File: config.mk
export PLATFORM = sky130hd
export DESIGN_NAME = priority_resource_command_scheduler_core
export DESIGN_NICKNAME = d
export VERILOG_FILES = /design/src/sv/prcs_pkg.sv /design/src/sv/prcs_datapath.sv /design/src/sv/prcs_ctrl.sv /design/src/sv/priority_resource_command_scheduler_core.sv
export SDC_FILE = /design/constraint.sdc
export NUM_CORES = 1
export LEC_CHECK = 0
export BUFFER_PORTS_ARGS = -buffer_cell sky130_fd_sc_hd__buf_2
export CAP_MARGIN = 0
export CORE_UTILIZATION = 40
export CTS_CLUSTER_DIAMETER = 150
export DETAILED_ROUTE_END_ITERATION = 10
export SLEW_MARGIN = 25
export SYNTH_ARGS = -nofsm -noshare
export SYNTH_HDL_FRONTEND = slang
export SYNTH_SLANG_ARGS = --single-unit
File: constraint.sdc
create_clock -name clk -period 6.7 [get_ports clk]
set_input_delay 1.34 -clock clk [delete_from_list [all_inputs] [get_ports clk]]
set_output_delay 1.34 -clock clk [all_outputs]
set_load 0.005 [all_outputs]
File: src/sv/prcs_pkg.sv
// ----------------------------------------------------------------------------
// prcs_pkg
// Shared types and constants for the priority command scheduler.
// ----------------------------------------------------------------------------
package prcs_pkg;

  localparam int QueueDepth    = 16;
  localparam int NumIds        = 16;
  localparam int MaxSubsystems = 16;
  localparam int PriorityBits  = 8;

  localparam int QIdxW  = $clog2(QueueDepth);
  localparam int QCntW  = $clog2(QueueDepth + 1);
  localparam int IdW    = 4;
  localparam int SubCntW = $clog2(MaxSubsystems + 1);

  localparam logic [1:0] CMD_TICK   = 2'd0;
  localparam logic [1:0] CMD_ADD    = 2'd1;
  localparam logic [1:0] CMD_REMOVE = 2'd2;
  localparam logic [1:0] CMD_CLEAR  = 2'd3;

  localparam logic [1:0] ST_IDLE        = 2'd0;
  localparam logic [1:0] ST_RUNNING     = 2'd1;
  localparam logic [1:0] ST_FINISHED    = 2'd2;
  localparam logic [1:0] ST_INTERRUPTED = 2'd3;

  typedef enum logic [2:0] {
    S_IDLE,
    S_SEARCH,
    S_ADD,
    S_REMOVE,
    S_WALK,
    S_PACK
  } state_t;

  // controller -> datapath
  typedef struct packed {
    logic latch;       // capture the input item
    logic clear;       // empty the queue
    logic search_init; // start a scan over the queue
    logic search_step; // advance the scan one entry
    logic add_step;    // shift one entry / insert
    logic rem_step;    // shift one entry down
    logic walk_init;   // begin a tick walk
    logic walk_step;   // offer one entry for grant and report it
    logic pack_step;   // move one surviving entry down over dropped ones
  } ctrl_t;

  // datapath -> controller
  typedef struct packed {
    logic cmd_tick;
    logic cmd_add;
    logic cmd_remove;
    logic id_ok;
    logic search_done;
    logic found;
    logic full;
    logic add_done;
    logic rem_done;
    logic walk_empty;
    logic walk_done;
    logic pack_done;
  } stat_t;

endpackage

File: src/sv/prcs_datapath.sv
// ----------------------------------------------------------------------------
// prcs_datapath
// Queue storage, run status, scan pointers and grant logic.
// ----------------------------------------------------------------------------
module prcs_datapath (
  input  logic                                 clk,
  input  logic                                 rst_n,
  input  prcs_pkg::ctrl_t                      ctrl,
  output prcs_pkg::stat_t                      stat,
  input  logic                                 rem_load,
  input  logic [1:0]                           in_cmd,
  input  logic [3:0]                           in_command_id,
  input  logic [7:0]                           in_priority_req,
  input  logic [15:0]                          in_requirement_mask,
  input  logic [15:0]                          in_can_run_mask,
  input  logic [15:0]                          in_finished_mask,
  input  logic                                 cfg_we,
  input  logic [4:0]                           cfg_wdata,
  output logic                                 out_valid,
  output logic [3:0]                           out_result_id,
  output logic                                 out_started,
  output logic                                 out_executed,
  output logic                                 out_ended,
  output logic                                 out_was_interrupted,
  output logic                                 out_dropped,
  output logic                                 out_last
);

  localparam int QW = prcs_pkg::QIdxW;
  localparam int CW = prcs_pkg::QCntW;
  localparam int PW = prcs_pkg::PriorityBits;
  localparam int MW = prcs_pkg::MaxSubsystems;

  logic [3:0]    qid_r   [prcs_pkg::QueueDepth];
  logic [PW-1:0] qprio_r [prcs_pkg::QueueDepth];
  logic [MW-1:0] qmask_r [prcs_pkg::QueueDepth];
  logic [1:0]    run_r   [prcs_pkg::NumIds];
  logic [prcs_pkg::QueueDepth-1:0] drop_r;

  logic [CW-1:0] count_r;
  logic [MW-1:0] claimed_r;
  logic [prcs_pkg::SubCntW-1:0] nclaim_r;
  logic [4:0]    nsub_r;

  logic [1:0]    cmd_r;
  logic [3:0]    id_r;
  logic [PW-1:0] prio_r;
  logic [MW-1:0] req_r;
  logic [15:0]   can_r, fin_r;

  // scan pointer: search position, then insert/remove shift position and pack read position
  logic [CW-1:0] ptr_r;
  logic          found_r;
  logic [CW-1:0] pos_r;  // first entry with greater priority (add) or match
  logic [CW-1:0] k_r;    // walk: entries left

  logic [QW-1:0] pi;
  logic [QW-1:0] wi;
  logic [QW-1:0] wr;
  logic          granted;
  logic          dr;
  logic [3:0]    eid;
  logic          canb, finb;

  assign pi = ptr_r[QW-1:0];
  assign wr = pos_r[QW-1:0];
  assign wi = QW'(k_r - CW'(1));
  assign eid = qid_r[wi];
  assign canb = can_r[eid];
  assign finb = fin_r[eid];
  assign granted = canb && ({1'b0, nclaim_r} != {1'b0, nsub_r}) &&
                   ((qmask_r[wi] & claimed_r) == '0);
  assign dr = (granted ? finb : 1'b1) && (qprio_r[wi] != '0);

  always_comb begin
    stat.cmd_tick    = (cmd_r == prcs_pkg::CMD_TICK);
    stat.cmd_add     = (cmd_r == prcs_pkg::CMD_ADD);
    stat.cmd_remove  = (cmd_r == prcs_pkg::CMD_REMOVE);
    stat.id_ok       = 1'b1;
    stat.search_done = (ptr_r == count_r);
    stat.found       = found_r;
    stat.full        = (count_r == CW'(prcs_pkg::QueueDepth));
    stat.add_done    = (ptr_r == pos_r);
    stat.rem_done    = (ptr_r + CW'(1) >= count_r);
    stat.walk_empty  = (count_r == '0);
    stat.walk_done   = (k_r == CW'(1));
    stat.pack_done   = (ptr_r + CW'(1) >= count_r);
  end

  always_ff @(posedge clk) begin
    if (!rst_n) begin
      nsub_r  <= 5'd16;
      count_r <= '0;
      claimed_r <= '0;
      nclaim_r <= '0;
      out_valid <= 1'b0;
      for (int j = 0; j < prcs_pkg::NumIds; j++) run_r[j] <= prcs_pkg::ST_IDLE;
    end else begin
      out_valid <= 1'b0;
      if (cfg_we) nsub_r <= cfg_wdata;
      if (ctrl.clear) count_r <= '0;
      if (ctrl.walk_init) begin
        claimed_r <= '0;
        nclaim_r  <= '0;
      end
      if (ctrl.add_step && ptr_r == pos_r) count_r <= count_r + CW'(1);
      if (ctrl.rem_step && ptr_r + CW'(1) >= count_r) count_r <= count_r - CW'(1);
      if (ctrl.walk_step) begin
        out_valid <= 1'b1;
        if (granted) begin
          claimed_r <= claimed_r | qmask_r[wi];
          nclaim_r  <= prcs_pkg::SubCntW'($countones(claimed_r | qmask_r[wi]));
          run_r[eid] <= finb ? prcs_pkg::ST_FINISHED : prcs_pkg::ST_RUNNING;
        end else if (run_r[eid] == prcs_pkg::ST_RUNNING) begin
          run_r[eid] <= prcs_pkg::ST_INTERRUPTED;
        end
      end
      // survivors counted by the write pointer after the last entry
      if (ctrl.pack_step && ptr_r + CW'(1) >= count_r)
        count_r <= drop_r[pi] ? pos_r : pos_r + CW'(1);
    end
  end

  // payload and scan registers
  always_ff @(posedge clk) begin
    if (ctrl.latch) begin
      cmd_r  <= in_cmd;
      id_r   <= in_command_id;
      prio_r <= in_priority_req;
      req_r  <= in_requirement_mask;
      can_r  <= in_can_run_mask;
      fin_r  <= in_finished_mask;
    end
    if (ctrl.search_init) begin
      ptr_r   <= '0;
      found_r <= 1'b0;
      pos_r   <= count_r;
    end
    if (ctrl.search_step) begin
      if (!found_r && qid_r[pi] == id_r) begin
        found_r <= 1'b1;
        if (cmd_r == prcs_pkg::CMD_REMOVE) pos_r <= ptr_r;
      end
      if (cmd_r == prcs_pkg::CMD_ADD && pos_r == count_r && prio_r < qprio_r[pi])
        pos_r <= ptr_r;
      ptr_r <= ptr_r + CW'(1);
    end
    // remove shifts from the matching slot
    if (rem_load) ptr_r <= pos_r;
    if (ctrl.add_step) begin
      // shift up from the tail, then insert at pos
      if (ptr_r == pos_r) begin
        qid_r[pi]   <= id_r;
        qprio_r[pi] <= prio_r;
        qmask_r[pi] <= req_r;
      end else begin
        qid_r[pi]   <= qid_r[QW'(ptr_r - CW'(1))];
        qprio_r[pi] <= qprio_r[QW'(ptr_r - CW'(1))];
        qmask_r[pi] <= qmask_r[QW'(ptr_r - CW'(1))];
        ptr_r <= ptr_r - CW'(1);
      end
    end
    if (ctrl.rem_step) begin
      if (ptr_r + CW'(1) < count_r) begin
        qid_r[pi]   <= qid_r[QW'(ptr_r + CW'(1))];
        qprio_r[pi] <= qprio_r[QW'(ptr_r + CW'(1))];
        qmask_r[pi] <= qmask_r[QW'(ptr_r + CW'(1))];
        ptr_r <= ptr_r + CW'(1);
      end
    end
    if (ctrl.walk_init) begin
      k_r   <= count_r;
      ptr_r <= '0;
      pos_r <= '0;
    end
    if (ctrl.walk_step) begin
      // mark drops here; the pack pass closes the gaps afterwards
      drop_r[wi] <= dr;
      k_r <= k_r - CW'(1);
      out_result_id       <= eid;
      out_started         <= granted && (run_r[eid] != prcs_pkg::ST_RUNNING);
      out_executed        <= granted;
      out_ended           <= granted && finb;
      out_was_interrupted <= !granted && (run_r[eid] == prcs_pkg::ST_RUNNING);
      out_dropped         <= dr;
      out_last            <= (k_r == CW'(1));
    end
    if (ctrl.pack_step) begin
      // read pointer never trails the write pointer, so copy in place
      if (!drop_r[pi]) begin
        qid_r[wr]   <= qid_r[pi];
        qprio_r[wr] <= qprio_r[pi];
        qmask_r[wr] <= qmask_r[pi];
        pos_r <= pos_r + CW'(1);
      end
      ptr_r <= ptr_r + CW'(1);
    end
  end

endmodule

File: src/sv/prcs_ctrl.sv
// ----------------------------------------------------------------------------
// prcs_ctrl
// Sequencer: scan for add/remove, shift the queue, walk and pack on tick, empty on clear.
// ----------------------------------------------------------------------------
module prcs_ctrl (
  input  logic            clk,
  input  logic            rst_n,
  input  logic            start,
  output logic            busy,
  input  prcs_pkg::stat_t stat,
  output prcs_pkg::ctrl_t ctrl,
  output logic            rem_load
);

  prcs_pkg::state_t state_r, state_nxt;

  always_ff @(posedge clk) begin
    if (!rst_n) state_r <= prcs_pkg::S_IDLE;
    else        state_r <= state_nxt;
  end

  always_comb begin
    state_nxt = state_r;
    unique case (state_r)
      prcs_pkg::S_IDLE: if (start) state_nxt = prcs_pkg::S_SEARCH;
      prcs_pkg::S_SEARCH: begin
        priority if (stat.cmd_tick) begin
          state_nxt = stat.walk_empty ? prcs_pkg::S_IDLE : prcs_pkg::S_WALK;
        end else if (!stat.cmd_add && !stat.cmd_remove) begin
          state_nxt = prcs_pkg::S_IDLE;
        end else if (stat.search_done) begin
          if (stat.cmd_add)
            state_nxt = (stat.found || stat.full) ? prcs_pkg::S_IDLE : prcs_pkg::S_ADD;
          else
            state_nxt = stat.found ? prcs_pkg::S_REMOVE : prcs_pkg::S_IDLE;
        end
      end
      prcs_pkg::S_ADD:    if (stat.add_done) state_nxt = prcs_pkg::S_IDLE;
      prcs_pkg::S_REMOVE: if (stat.rem_done) state_nxt = prcs_pkg::S_IDLE;
      prcs_pkg::S_WALK:   if (stat.walk_done) state_nxt = prcs_pkg::S_PACK;
      prcs_pkg::S_PACK:   if (stat.pack_done) state_nxt = prcs_pkg::S_IDLE;
      default: state_nxt = prcs_pkg::S_IDLE;
    endcase
  end

  always_comb begin
    ctrl = '0;
    busy = (state_r != prcs_pkg::S_IDLE);
    rem_load = 1'b0;
    unique case (state_r)
      prcs_pkg::S_IDLE: begin
        ctrl.latch       = start;
        ctrl.search_init = start;
      end
      prcs_pkg::S_SEARCH: begin
        priority if (stat.cmd_tick) begin
          ctrl.walk_init = 1'b1;
          ctrl.clear     = 1'b0;
        end else if (!stat.cmd_add && !stat.cmd_remove) begin
          ctrl.clear = 1'b1;
        end else if (!stat.search_done) begin
          ctrl.search_step = 1'b1;
        end else begin
          rem_load = stat.cmd_remove && stat.found;
        end
      end
      prcs_pkg::S_ADD:    ctrl.add_step = 1'b1;
      prcs_pkg::S_REMOVE: ctrl.rem_step = 1'b1;
      prcs_pkg::S_WALK:   ctrl.walk_step = 1'b1;
      prcs_pkg::S_PACK:   ctrl.pack_step = 1'b1;
      default: ;
    endcase
  end

endmodule

File: src/sv/priority_resource_command_scheduler_core.sv
// ----------------------------------------------------------------------------
// priority_resource_command_scheduler_core
// Priority command queue with subsystem locking, one report per walked entry.
// ----------------------------------------------------------------------------
// channel  | handshake          | payload
// input    | start / busy       | in_cmd, in_command_id, in_priority_req, masks
// result   | out_valid (strobe) | out_result_id, flags, out_last
// config   | cfg_we             | cfg_wdata (num_subsystems)
//
// Tick: one entry per cycle through the grant unit, then a pack pass that
// moves the surviving entries down over the dropped ones; an empty queue skips
// both. Add/remove: a scan of up to 16 entries plus a shift of up to 16.
// Clear empties the queue. Reset is synchronous; the queue needs no clearing pass.
// Results cannot be stalled: each shows for one cycle.
module priority_resource_command_scheduler_core (
  input  logic        clk,
  input  logic        rst_n,
  input  logic        start,
  output logic        busy,
  input  logic [1:0]  in_cmd,
  input  logic [3:0]  in_command_id,
  input  logic [7:0]  in_priority_req,
  input  logic [15:0] in_requirement_mask,
  input  logic [15:0] in_can_run_mask,
  input  logic [15:0] in_finished_mask,
  input  logic        cfg_we,
  input  logic [4:0]  cfg_wdata,
  output logic        out_valid,
  output logic [3:0]  out_result_id,
  output logic        out_started,
  output logic        out_executed,
  output logic        out_ended,
  output logic        out_was_interrupted,
  output logic        out_dropped,
  output logic        out_last
);

  prcs_pkg::ctrl_t ctrl, ctrl_dp;
  prcs_pkg::stat_t stat;
  logic            rem_load;

  always_comb begin
    ctrl_dp = ctrl;
  end

  prcs_ctrl u_ctrl (
    .clk, .rst_n, .start, .busy, .stat, .ctrl, .rem_load
  );

  prcs_datapath u_dp (
    .clk, .rst_n, .ctrl(ctrl_dp), .stat, .rem_load,
    .in_cmd, .in_command_id, .in_priority_req, .in_requirement_mask,
    .in_can_run_mask, .in_finished_mask, .cfg_we, .cfg_wdata,
    .out_valid, .out_result_id, .out_started, .out_executed, .out_ended,
    .out_was_interrupted, .out_dropped, .out_last
  );

endmodule

### Word level (Yosys, flattened, before mapping)

Memory sizes are Yosys's and may differ from the RTL's. A register that Yosys moved wholly into a read port is not among the register bits.
Cells that the tools add are included.

* $add $sub $neg: 21
* multiply operators: 0
* divide/modulo/power cells: 0
* order comparisons: 7
* equality and inequality tests: 21
* shift-type cells: 0
* muxes and demuxes: 116
* bitwise gates (word level): 9
* reductions and logical operators: 34

Operator list (number)
* $mux 5: 27
* $mux 16: 6
* $mux 1: 53
* $add 5x5->5: 7
* $mux 4: 7
* $mux 3: 9
* $mux 8: 3
* $add 1x1->2: 8
* $and 16x16->16: 1
* $bwmux 16: 1
* $logic_not 16->1: 1
* $or 16x16->16: 1
* $reduce_or 16->1: 1
* $add 5x1->5 const B: 3
* $eq 5x5->1: 3
* $logic_and 1x1->1: 15
* $lt 4x5->1 const B: 3
* $pmux 3 s5: 1
* $sub 5x1->5 const B: 3
* $bmux 1 s4: 3
* $mux 2: 5
* $lt 8x8->1: 1
* $reduce_bool 8->1: 1
* $reduce_or 8->1: 1
* other kinds (28): 44

* register bits: 139
* bits in latches: 0
* RAM bits: 480
* ROM bits: 0
* input port bits: 71
* output and inout port bits: 12
* word-level logic and storage cells: 236
* memories: 4

Memories
* u_dp.qmask_r: depth 16, bits a word 16, read ports 4, clocked after Yosys merged registers in 1, write ports 1, RTL line prcs_datapath.sv:36 `logic [MW-1:0] qmask_r [prcs_pkg::QueueDepth];`
* u_dp.qprio_r: depth 16, bits a word 8, read ports 4, clocked after Yosys merged registers in 1, write ports 1, RTL line prcs_datapath.sv:35 `logic [PW-1:0] qprio_r [prcs_pkg::QueueDepth];`
* u_dp.qid_r: depth 16, bits a word 4, read ports 4, clocked after Yosys merged registers in 1, write ports 1, RTL line prcs_datapath.sv:34 `logic [3:0] qid_r [prcs_pkg::QueueDepth];`
* u_dp.run_r: depth 16, bits a word 2, read ports 1, clocked after Yosys merged registers in 0, write ports 16, RTL line prcs_datapath.sv:37 `logic [1:0] run_r [prcs_pkg::NumIds];`

### Depth between registers and ports, before layout

Gate-level depths: netlist of run 1.

* depth in word-level cells: 14
* mapped depth: 32
* mapped depth without buffers: 22

### Modules after synthesis

Synthesis of run 1 repeated with hierarchy kept, for this count alone.

* cell total of the unflattened synthesis: 3255
* area total of the unflattened synthesis: 40857.9 µm²

Modules (own cells, without submodules)
* prcs_datapath: times used 1, cells each 3212, area each 40515.1 µm², seq. area each 18067.3 µm²
* prcs_ctrl: times used 1, cells each 43, area each 342.8 µm², seq. area each 60.1 µm²

### Least setup slack after synthesis of run 1

OpenSTA, ideal clock, no wires.

* kind: reg-to-reg
* start point: register u_dp.k_r[0]
* end point: register u_dp.nclaim_r[3] (netlist bit)
* setup time: 0.115 ns
* data arrival time: 7.057 ns
* required time: 6.585 ns
* slack: -0.472 ns
* stages on the path, launching flop included: 28
* path buffers: 9
* clock period less this slack: 7.172 ns
* cell sequence: edfxtp_1 -> buf_6 -> buf_6 -> buf_2 -> buf_2 -> inv_1 -> clkbuf_1 -> ha_1 -> buf_4 -> buf_4 -> buf_2 -> buf_1 -> mux4_2 -> mux4_2 -> or2_2 -> ha_1 -> inv_1 -> fa_1 -> inv_1 -> fa_1 -> fa_1 -> fa_1 -> ha_1 -> inv_1 -> fa_1 -> xor2_1 -> nor2_1 -> o21a_1

* longest elaborated chain between the ends: 9
* elaborated cells between the ends (all ways): 27
* those cells by class: add/sub: 16; mux: 4; bitwise: 2; reduce/logical: 3; memory: 2

Ends and longest elaborated chain
* from (decl): RTL line prcs_datapath.sv:55 `logic [CW-1:0] k_r;`
* from (signal assigned): RTL line prcs_datapath.sv:172 `k_r <= count_r;`
* from (signal assigned): RTL line prcs_datapath.sv:179 `k_r <= k_r - CW'(1);`
* $sub 5x1->5 *
* $mem_v2 16x16
* $or 16x16->16: RTL line prcs_datapath.sv:112 `nclaim_r <= prcs_pkg::SubCntW'($countones(claimed_r | qmask_r[wi]));`
* $add 1x1->2 (not written as such): RTL line prcs_datapath.sv:112
* $add 5x5->5 (not written as such) (3 in a row): RTL line prcs_datapath.sv:112
* $mux 5 *: RTL line prcs_datapath.sv:110 `if (granted) begin`
* $mux 5 *: RTL line prcs_datapath.sv:108 `if (ctrl.walk_step) begin`
* to (signal assigned): RTL line prcs_datapath.sv:112
* to (decl): RTL line prcs_datapath.sv:42 `logic [prcs_pkg::SubCntW-1:0] nclaim_r;`

Mark *: on every way between the ends. The rest lies on a longest branch, timed or not. The select of a mux whose other input is x is not followed.
A chain may end at the register's enable or synchronous reset.

### Worst setup path after layout of run 1

Ends and elaborated chain as after synthesis.

==> impl_metrics.py, run 1 <==
metrics = {
    "timing": {
        "hold_viol": 0,
        "setup_tns_ns": 0,
        "holdWs_ns": 0.468,
        "slew_violations": 0,
        "layout_setup_ws_ns": 0.478,
        "tightest_slew_ns": 1.10,
        "rsz0062_at_grt": "no",
        "maxSlewHeadroom": 0.262,
        "finalClockSkew_ns": 0.0316,
        "max_freq_ghz": 0.161,
        "period_minus_slack_ns": 6.22,
        "setup_viol": 0,
        "min_period_over_period": 0.929,
    },
    "critical_path": {
        "critPathLaunch": "u_dp.k_r[0]",
        "crit_type": "flop to flop",
        "cp_slowest_cell": "fa_1",
        "cp-end-kind": "flop",
        "cp_max_fo": 13,
        "reg2reg_to": "u_dp.nclaim_r[3]",
        "r2r_setup_slack_ns": 0.48,
        "critical_path.most_common_cell": "fa_1",
        "cp_cell_sequence": "inv_1, buf_4, ha_1, xnor2_2, buf_4, mux4_2, or2_2, ha_1, fa_1, fa_1, fa_1, fa_1, ha_1, inv_1, fa_1, xor2_1, nor2_1, o21a_1",
        "cpPeakStageDelay_ns": 0.53,
        "arrival_ns": 6.72,
        "crit_end": "u_dp.nclaim_r[3]",
        "crit_required_ns": 7.20,
        "r2r-start": "u_dp.k_r[0]",
        "reg2reg_depth": 18,
        "critical_path.startpoint_type": "flop",
    },
    "floorplan": {
        "num_rows": 110,
        "die_y_um": 303,
        "top_level_ports": 83,
        "die-area_um2": 91900,
        "coreArea_um2": 89900,
        "initial_core_util": 0.404,
        "die_x_um": 303,
    },
    "min_path": {
        "hold_class": "flop to flop",
        "hold_depth": 2,
    },
    "final_layout": {
        "utilization": 0.452,
        "areaGrowthSynthToFinish_pct": 12.1,
        "fill_cells": 7561,
        "seqCellArea_um2": 18100,
        "multiInputGateArea_um2": 17400,
        "antenna_cells": 0,
        "nets": 2365,
        "drive_gt1_frac": 0.379,
    },
    "yosys": {
        "synth_top_cell_by_area": "edfxtp_1",
        "synth_seq_area_share": 0.500,
        "synthArstFlopShare": 0,
        "yosys_warnings": 0,
        "syn_nets": 2307,
        "synthFlopType": "edfxtp_1",
        "syn_area_um2": 36300,
        "synthDistinctLibCells": 79,
        "ys_ff_latch": 619,
        "yosysTopAreaCellShare": 0.474,
        "netlist_instances": 2185,
        "synth-edff-count": 573,
        "ys_top_cells_by_area": "edfxtp_1 (47%), mux4_2 (32%), dfxtp_1 (2.5%)",
        "avgSynthCellArea_um2": 16.6,
    },
    "pwr": {
        "intPower_mw": 12.3,
        "seqPwrFrac": 0.256,
        "p_sw_frac": 0.403,
        "pwr-share-clk": 0.181,
        "combPwrFrac": 0.563,
        "p_per_area_nw_per_um2": 505,
        "vdd_ir_drop_max_mv": 1.16,
        "p_switching_mw": 8.27,
        "leakage_nw": 12.7,
        "total_power_mw": 20.5,
    },
    "clock_network": {
        "postCtsResizedCells": 0,
        "cts_setup_buffers": 0,
        "worstSkewPairLatency_ns": 0.62,
        "clk_pin_slew_worst_paths_ns": 0.06,
        "cts_buffers": 69,
        "postCtsHoldBufs": 0,
        "cts_tree": "yes",
        "root_buffer": "clkbuf_16",
        "htree_levels": 3,
        "cts_sinks": 619,
        "clockBufferDepth": 3,
    },
    "global_route": {
        "grt-ovfl-total": 0,
        "antenna_found_initial": 1,
        "track_usage": 0.242,
        "grt_pass1_vias": 23500,
        "grt_first_pass_wirelength_mm": 162,
        "grt_max_degree": 146,
    },
    "place": {
        "place.detailed.hpwl_mm": 69.5,
        "preCtsSetupSlack_ns": 0.499,
        "routabilityCongestion": 0.907,
        "io_buffers": 82,
    },
    "drt": {
        "wl_per_cell_um": 31.8,
        "num_vias": 23600,
        "drc": 0,
        "wl_mm": 110,
        "ant_nets": 0,
        "drt_pass1_iterations": 6,
        "vias_per_cell": 6.80,
        "drt_iter0_markers": 2847,
    },
    "run": {
        "drv_cap": 0,
    },
    "run_status": {
        "status": "completed",
    },
}
[cells by family (layout without fill, tap and decap cells)]
kind of cell | Yosys count | count (layout) | share of synthesized area
DFF | 619 | 619 | 0.500
buffers and inverters | 243 | 349 | 0.0287
muxes | 568 | 568 | 0.335
AOI/OAI and AO/OA | 250 | 250 | 0.0486
and+or+nand+nor | 414 | 414 | 0.0585
adders and majority gates | 51 | 51 | 0.0199
xor gates and xnor gates | 40 | 40 | 0.00966
[critical path, delay by kind of cell, from the launching register on]
kind | cells | cell delay (ns)
adders and majority gates | 8 | 3.23
buffers and inverters | 4 | 0.79
xor gates and xnor gates | 2 | 0.68
DFF | 1 | 0.44
muxes | 1 | 0.41
and+or+nand+nor | 2 | 0.37
AOI/OAI and AO/OA | 1 | 0.21
[cells in the mapped netlist (40+ instances only)]
master and number:
ha_1 40, nor2b_1 42, a21oi_1 40, nor2_1 101
nand2_1 103, edfxtp_1 573, clkbuf_1 99, inv_1 60
buf_1 41, dfxtp_1 46, o21ai_0 59, mux4_2 514
[layout by cell type (no fill, tap or decap), drive strengths merged, types with 9 or more instances in the layout]
| cell type | synthesis | final |
|---|---|---|
| edfxtp | 573 | 573 |
| mux4 | 514 | 514 |
| buf | 79 | 165 |
| nand2 | 106 | 106 |
| nor2 | 102 | 102 |
| clkbuf | 99 | 86 |
| inv | 64 | 64 |
| o21ai | 59 | 59 |
| dfxtp | 46 | 46 |
| nor2b | 42 | 42 |
| a21oi | 40 | 40 |
| ha | 40 | 40 |
| mux2i | 40 | 40 |
| a221oi | 39 | 39 |
| nand3 | 34 | 34 |
| nor4 | 28 | 28 |
| xnor2 | 24 | 24 |
| clkinv | 1 | 22 |
| and3 | 20 | 20 |
| or2 | 17 | 17 |
| xor2 | 16 | 16 |
| a211oi | 15 | 15 |
| mux2 | 14 | 14 |
| nor3 | 14 | 14 |
| a22o | 12 | 12 |
| fa | 11 | 11 |
| o22ai | 9 | 9 |
| a22oi | 9 | 9 |
| nand3b | 9 | 9 |
| a311oi | 9 | 9 |
[routing by layer]
layer  track usage  wire [um]  share of wire  up-vias
met3        0.0448      11600           0.10      248
met1         0.330      41900           0.38    12400
met5             0         13        0.00012        -
met4        0.0967       4180          0.038        2
li1              -          -              -     9378
met2         0.385      52600           0.48     1523
[worst min-delay path by stage]
| stage | from | to |
|---|---|---|
| after global placement | u_dp.claimed_r[4] | u_dp.claimed_r[4] |
| final | u_dp.claimed_r[11] | u_dp.claimed_r[11] |
| after CTS | u_dp.claimed_r[11] | u_dp.claimed_r[11] |
| after global routing | u_dp.claimed_r[8] | u_dp.claimed_r[8] |
| after floorplan | u_dp.claimed_r[11] | u_dp.claimed_r[11] |
| after detailed placement | u_dp.claimed_r[11] | u_dp.claimed_r[11] |
[state kept, by name, indices dropped and copies added (netlist names), 8 cells and up]
| register | count |
|---|---|
| u_dp.req_r | 16 |
| u_dp.can_r | 16 |
| u_dp.claimed_r | 16 |
| u_dp.qprio_r | 128 |
| u_dp.qid_r | 64 |
| u_dp.qmask_r | 256 |
| u_dp.fin_r | 16 |
| u_dp.run_r | 32 |
| u_dp.drop_r | 16 |
| u_dp.prio_r | 8 |
[stage by stage]
stage,area (um2),std cells
after global routing,40700,3467
after global placement,38400,3347
final,40700,3467
after floorplan,36300,2185
after detailed placement,38500,3347
after CTS,40600,3466
[area by class of cell]
cell class / count / share of cell area
clock buffer: 86 / 0.0451
clock inverter: 33 / 0.00797
inverter: 65 / 0.00609
multi-input combinational: 1323 / 0.428
sequential: 619 / 0.446
tap: 1176 / 0.0362
timing repair buffer: 165 / 0.0303
[power by group through the flow]
stage / registers, mW / clock network [mW] / logic, mW
final: 5.26 / 3.71 / 11.6
after global routing: 5.29 / 3.92 / 12.4
after CTS: 5.25 / 3.77 / 11.5
after detailed placement: 5.33 / 0 / 11.4
after global placement: 5.32 / 0 / 11.1
after floorplan: 5.15 / 0 / 8.53
Note: power is estimated with default switching activity, not from simulation.
==> run 2, diff against run 1 <==
--- a/config.mk
+++ b/config.mk
@@ -7,9 +7,11 @@
 export LEC_CHECK = 0
 export BUFFER_PORTS_ARGS = -buffer_cell sky130_fd_sc_hd__buf_2
 export CAP_MARGIN = 0
-export CORE_UTILIZATION = 40
+export CORE_ASPECT_RATIO = 0.8
+export CORE_UTILIZATION = 58
 export CTS_CLUSTER_DIAMETER = 150
 export DETAILED_ROUTE_END_ITERATION = 10
+export PLACE_DENSITY = 0.78
 export SLEW_MARGIN = 25
 export SYNTH_ARGS = -nofsm -noshare
 export SYNTH_HDL_FRONTEND = slang
==> run 2 against run 1 <==
Register-to-register slack lost 0.07 ns. Clock skew shrank 0.0034 ns. Utilization grew 20 points. Final cell count shrank 10%. Critical path depth shrank 2. Die area shrank 31%. Power grew 0.71%. Worst hold slack gained 0.024 ns. Cell area shrank 0.87%. Maximum frequency shrank 1.1%.
==> impl_metrics.py, run 2 (synthesized netlist as in run 1, its figures left out) <==
metrics = {
    "floorplan": {
        "die_y_um": 226,
        "die-area_um2": 63600,
        "initial_core_util": 0.590,
        "die_x_um": 282,
        "top_level_ports": 83,
        "coreArea_um2": 61500,
        "num_rows": 81,
    },
    "clock_network": {
        "cts_sinks": 619,
        "cts_setup_buffers": 0,
        "root_buffer": "clkbuf_16",
        "postCtsResizedCells": 0,
        "worstSkewPairLatency_ns": 0.62,
        "cts_tree": "yes",
        "clockBufferDepth": 3,
        "cts_buffers": 66,
        "postCtsHoldBufs": 0,
        "htree_levels": 3,
        "clk_pin_slew_worst_paths_ns": 0.06,
    },
    "pwr": {
        "p_sw_frac": 0.399,
        "p_per_area_nw_per_um2": 513,
        "p_switching_mw": 8.25,
        "seqPwrFrac": 0.257,
        "vdd_ir_drop_max_mv": 1.00,
        "pwr-share-clk": 0.190,
        "leakage_nw": 12.8,
        "intPower_mw": 12.4,
        "total_power_mw": 20.7,
        "combPwrFrac": 0.553,
    },
    "global_route": {
        "track_usage": 0.342,
        "antenna_found_initial": 1,
        "grt-ovfl-total": 0,
        "grt_first_pass_wirelength_mm": 158,
        "grt_max_degree": 149,
        "grt_pass1_vias": 23900,
    },
    "timing": {
        "min_period_over_period": 0.939,
        "tightest_slew_ns": 1.15,
        "max_freq_ghz": 0.159,
        "period_minus_slack_ns": 6.29,
        "slew_violations": 0,
        "setup_tns_ns": 0,
        "setup_viol": 0,
        "finalClockSkew_ns": 0.0282,
        "hold_viol": 0,
        "maxSlewHeadroom": 0.234,
        "rsz0062_at_grt": "no",
    },
    "critical_path": {
        "cp_slowest_cell": "ha_4",
        "cp_max_fo": 46,
        "critical_path.startpoint_type": "flop",
        "crit_required_ns": 7.20,
        "cp-end-kind": "flop",
        "critical_path.most_common_cell": "fa_1",
        "arrival_ns": 6.79,
        "r2r_setup_slack_ns": 0.41,
        "cpPeakStageDelay_ns": 0.77,
        "crit_type": "flop to flop",
        "cp_cell_sequence": "inv_1, ha_4, mux4_2, mux4_2, or2_2, ha_1, fa_1, fa_1, fa_1, fa_1, ha_1, inv_1, fa_1, xor2_1, nor2_1, o21a_1",
    },
    "drt": {
        "wl_per_cell_um": 33.8,
        "num_vias": 24300,
        "drt_pass1_iterations": 6,
        "ant_nets": 0,
        "drc": 0,
        "drt_iter0_markers": 4167,
        "wl_mm": 106,
        "vias_per_cell": 7.78,
    },
    "min_path": {
        "hold_class": "flop to flop",
    },
    "final_layout": {
        "largest_reg_flops": 256,
        "drive_gt1_frac": 0.385,
        "fin_area_um2": 40300,
        "layout_commonest_cell": "edfxtp_1",
        "nets": 2361,
        "final_cell_mix": "edfxtp_1 (573), mux4_2 (514), nand2_1 (103)",
        "top_register": "u_dp.qmask_r",
        "antenna_cells": 0,
        "reg_top3": "u_dp.qmask_r (256), u_dp.qprio_r (128), u_dp.qid_r (64)",
        "areaGrowthSynthToFinish_pct": 11.1,
        "fill_cells": 4068,
        "finalNonFillerCells": 3120,
        "utilization": 0.655,
    },
    "place": {
        "routabilityCongestion": 0.947,
        "placedCellCount": 3000,
        "io_buffers": 82,
        "placed_area_um2": 37900,
        "place.detailed.hpwl_mm": 65.2,
    },
    "run": {
        "drv_cap": 0,
    },
    "run_status": {
        "status": "completed",
    },
}
## run 2: final timing paths
path / from / end / cells after the start
worst max-delay path: u_dp.k_r[1] / u_dp.nclaim_r[3] / 16
worst min-delay path: u_dp.claimed_r[8] / u_dp.claimed_r[8] / 2
worst max register to register: u_dp.k_r[1] / u_dp.nclaim_r[3] / 16
worst min register to register: u_dp.claimed_r[8] / u_dp.claimed_r[8] / 2
## run 2: per-layer routing
layer,global-route usage,part of all wire,vias up
met2,0.505,0.45,2247
met4,0.140,0.043,2
met3,0.116,0.15,345
met5,0,0.00012,-
li1,-,-,9376
met1,0.470,0.35,12300
## run 2: layout make-up
class | instances | area [um2] | share of cell area
flip-flops and latches | 619 | 18100 | 0.450
multi-input cells | 1323 | 17400 | 0.432
clock buffers | 85 | 1870 | 0.0463
repair buffers | 164 | 1140 | 0.0283
well taps | 830 | 1040 | 0.0258
clock inverters | 34 | 452 | 0.0112
inverters | 65 | 248 | 0.00615
## run 2: critical path, delay by kind of cell, from the launching register on
family | cells | cell delay (ns)
DFF | 1 | 0.49
AOI/OAI and AO/OA | 1 | 0.20
and+or+nand+nor | 2 | 0.37
buffers and inverters | 2 | 0.22
muxes | 2 | 0.96
xor gates and xnor gates | 1 | 0.16
adders and majority gates | 8 | 3.72
## run 2: power by group through the flow
| stage | logic, mW | clock network (mW) | registers, mW |
|---|---|---|---|
| detailed placement | 11.0 | 0 | 5.38 |
| global route | 12.4 | 4.10 | 5.34 |
| floorplan | 8.53 | 0 | 5.15 |
| global placement | 10.7 | 0 | 5.36 |
| CTS | 11.3 | 3.96 | 5.30 |
| finish | 11.4 | 3.94 | 5.31 |
## run 2: through the flow
stage / hold WS (ns) / worst slack [ns]
finish: 0.492 / 0.406
global route: 0.518 / 0.159
CTS: 0.479 / 0.428
detailed placement: 0.465 / 0.464
global placement: 0.435 / 0.655
floorplan: 0.425 / 0.0140
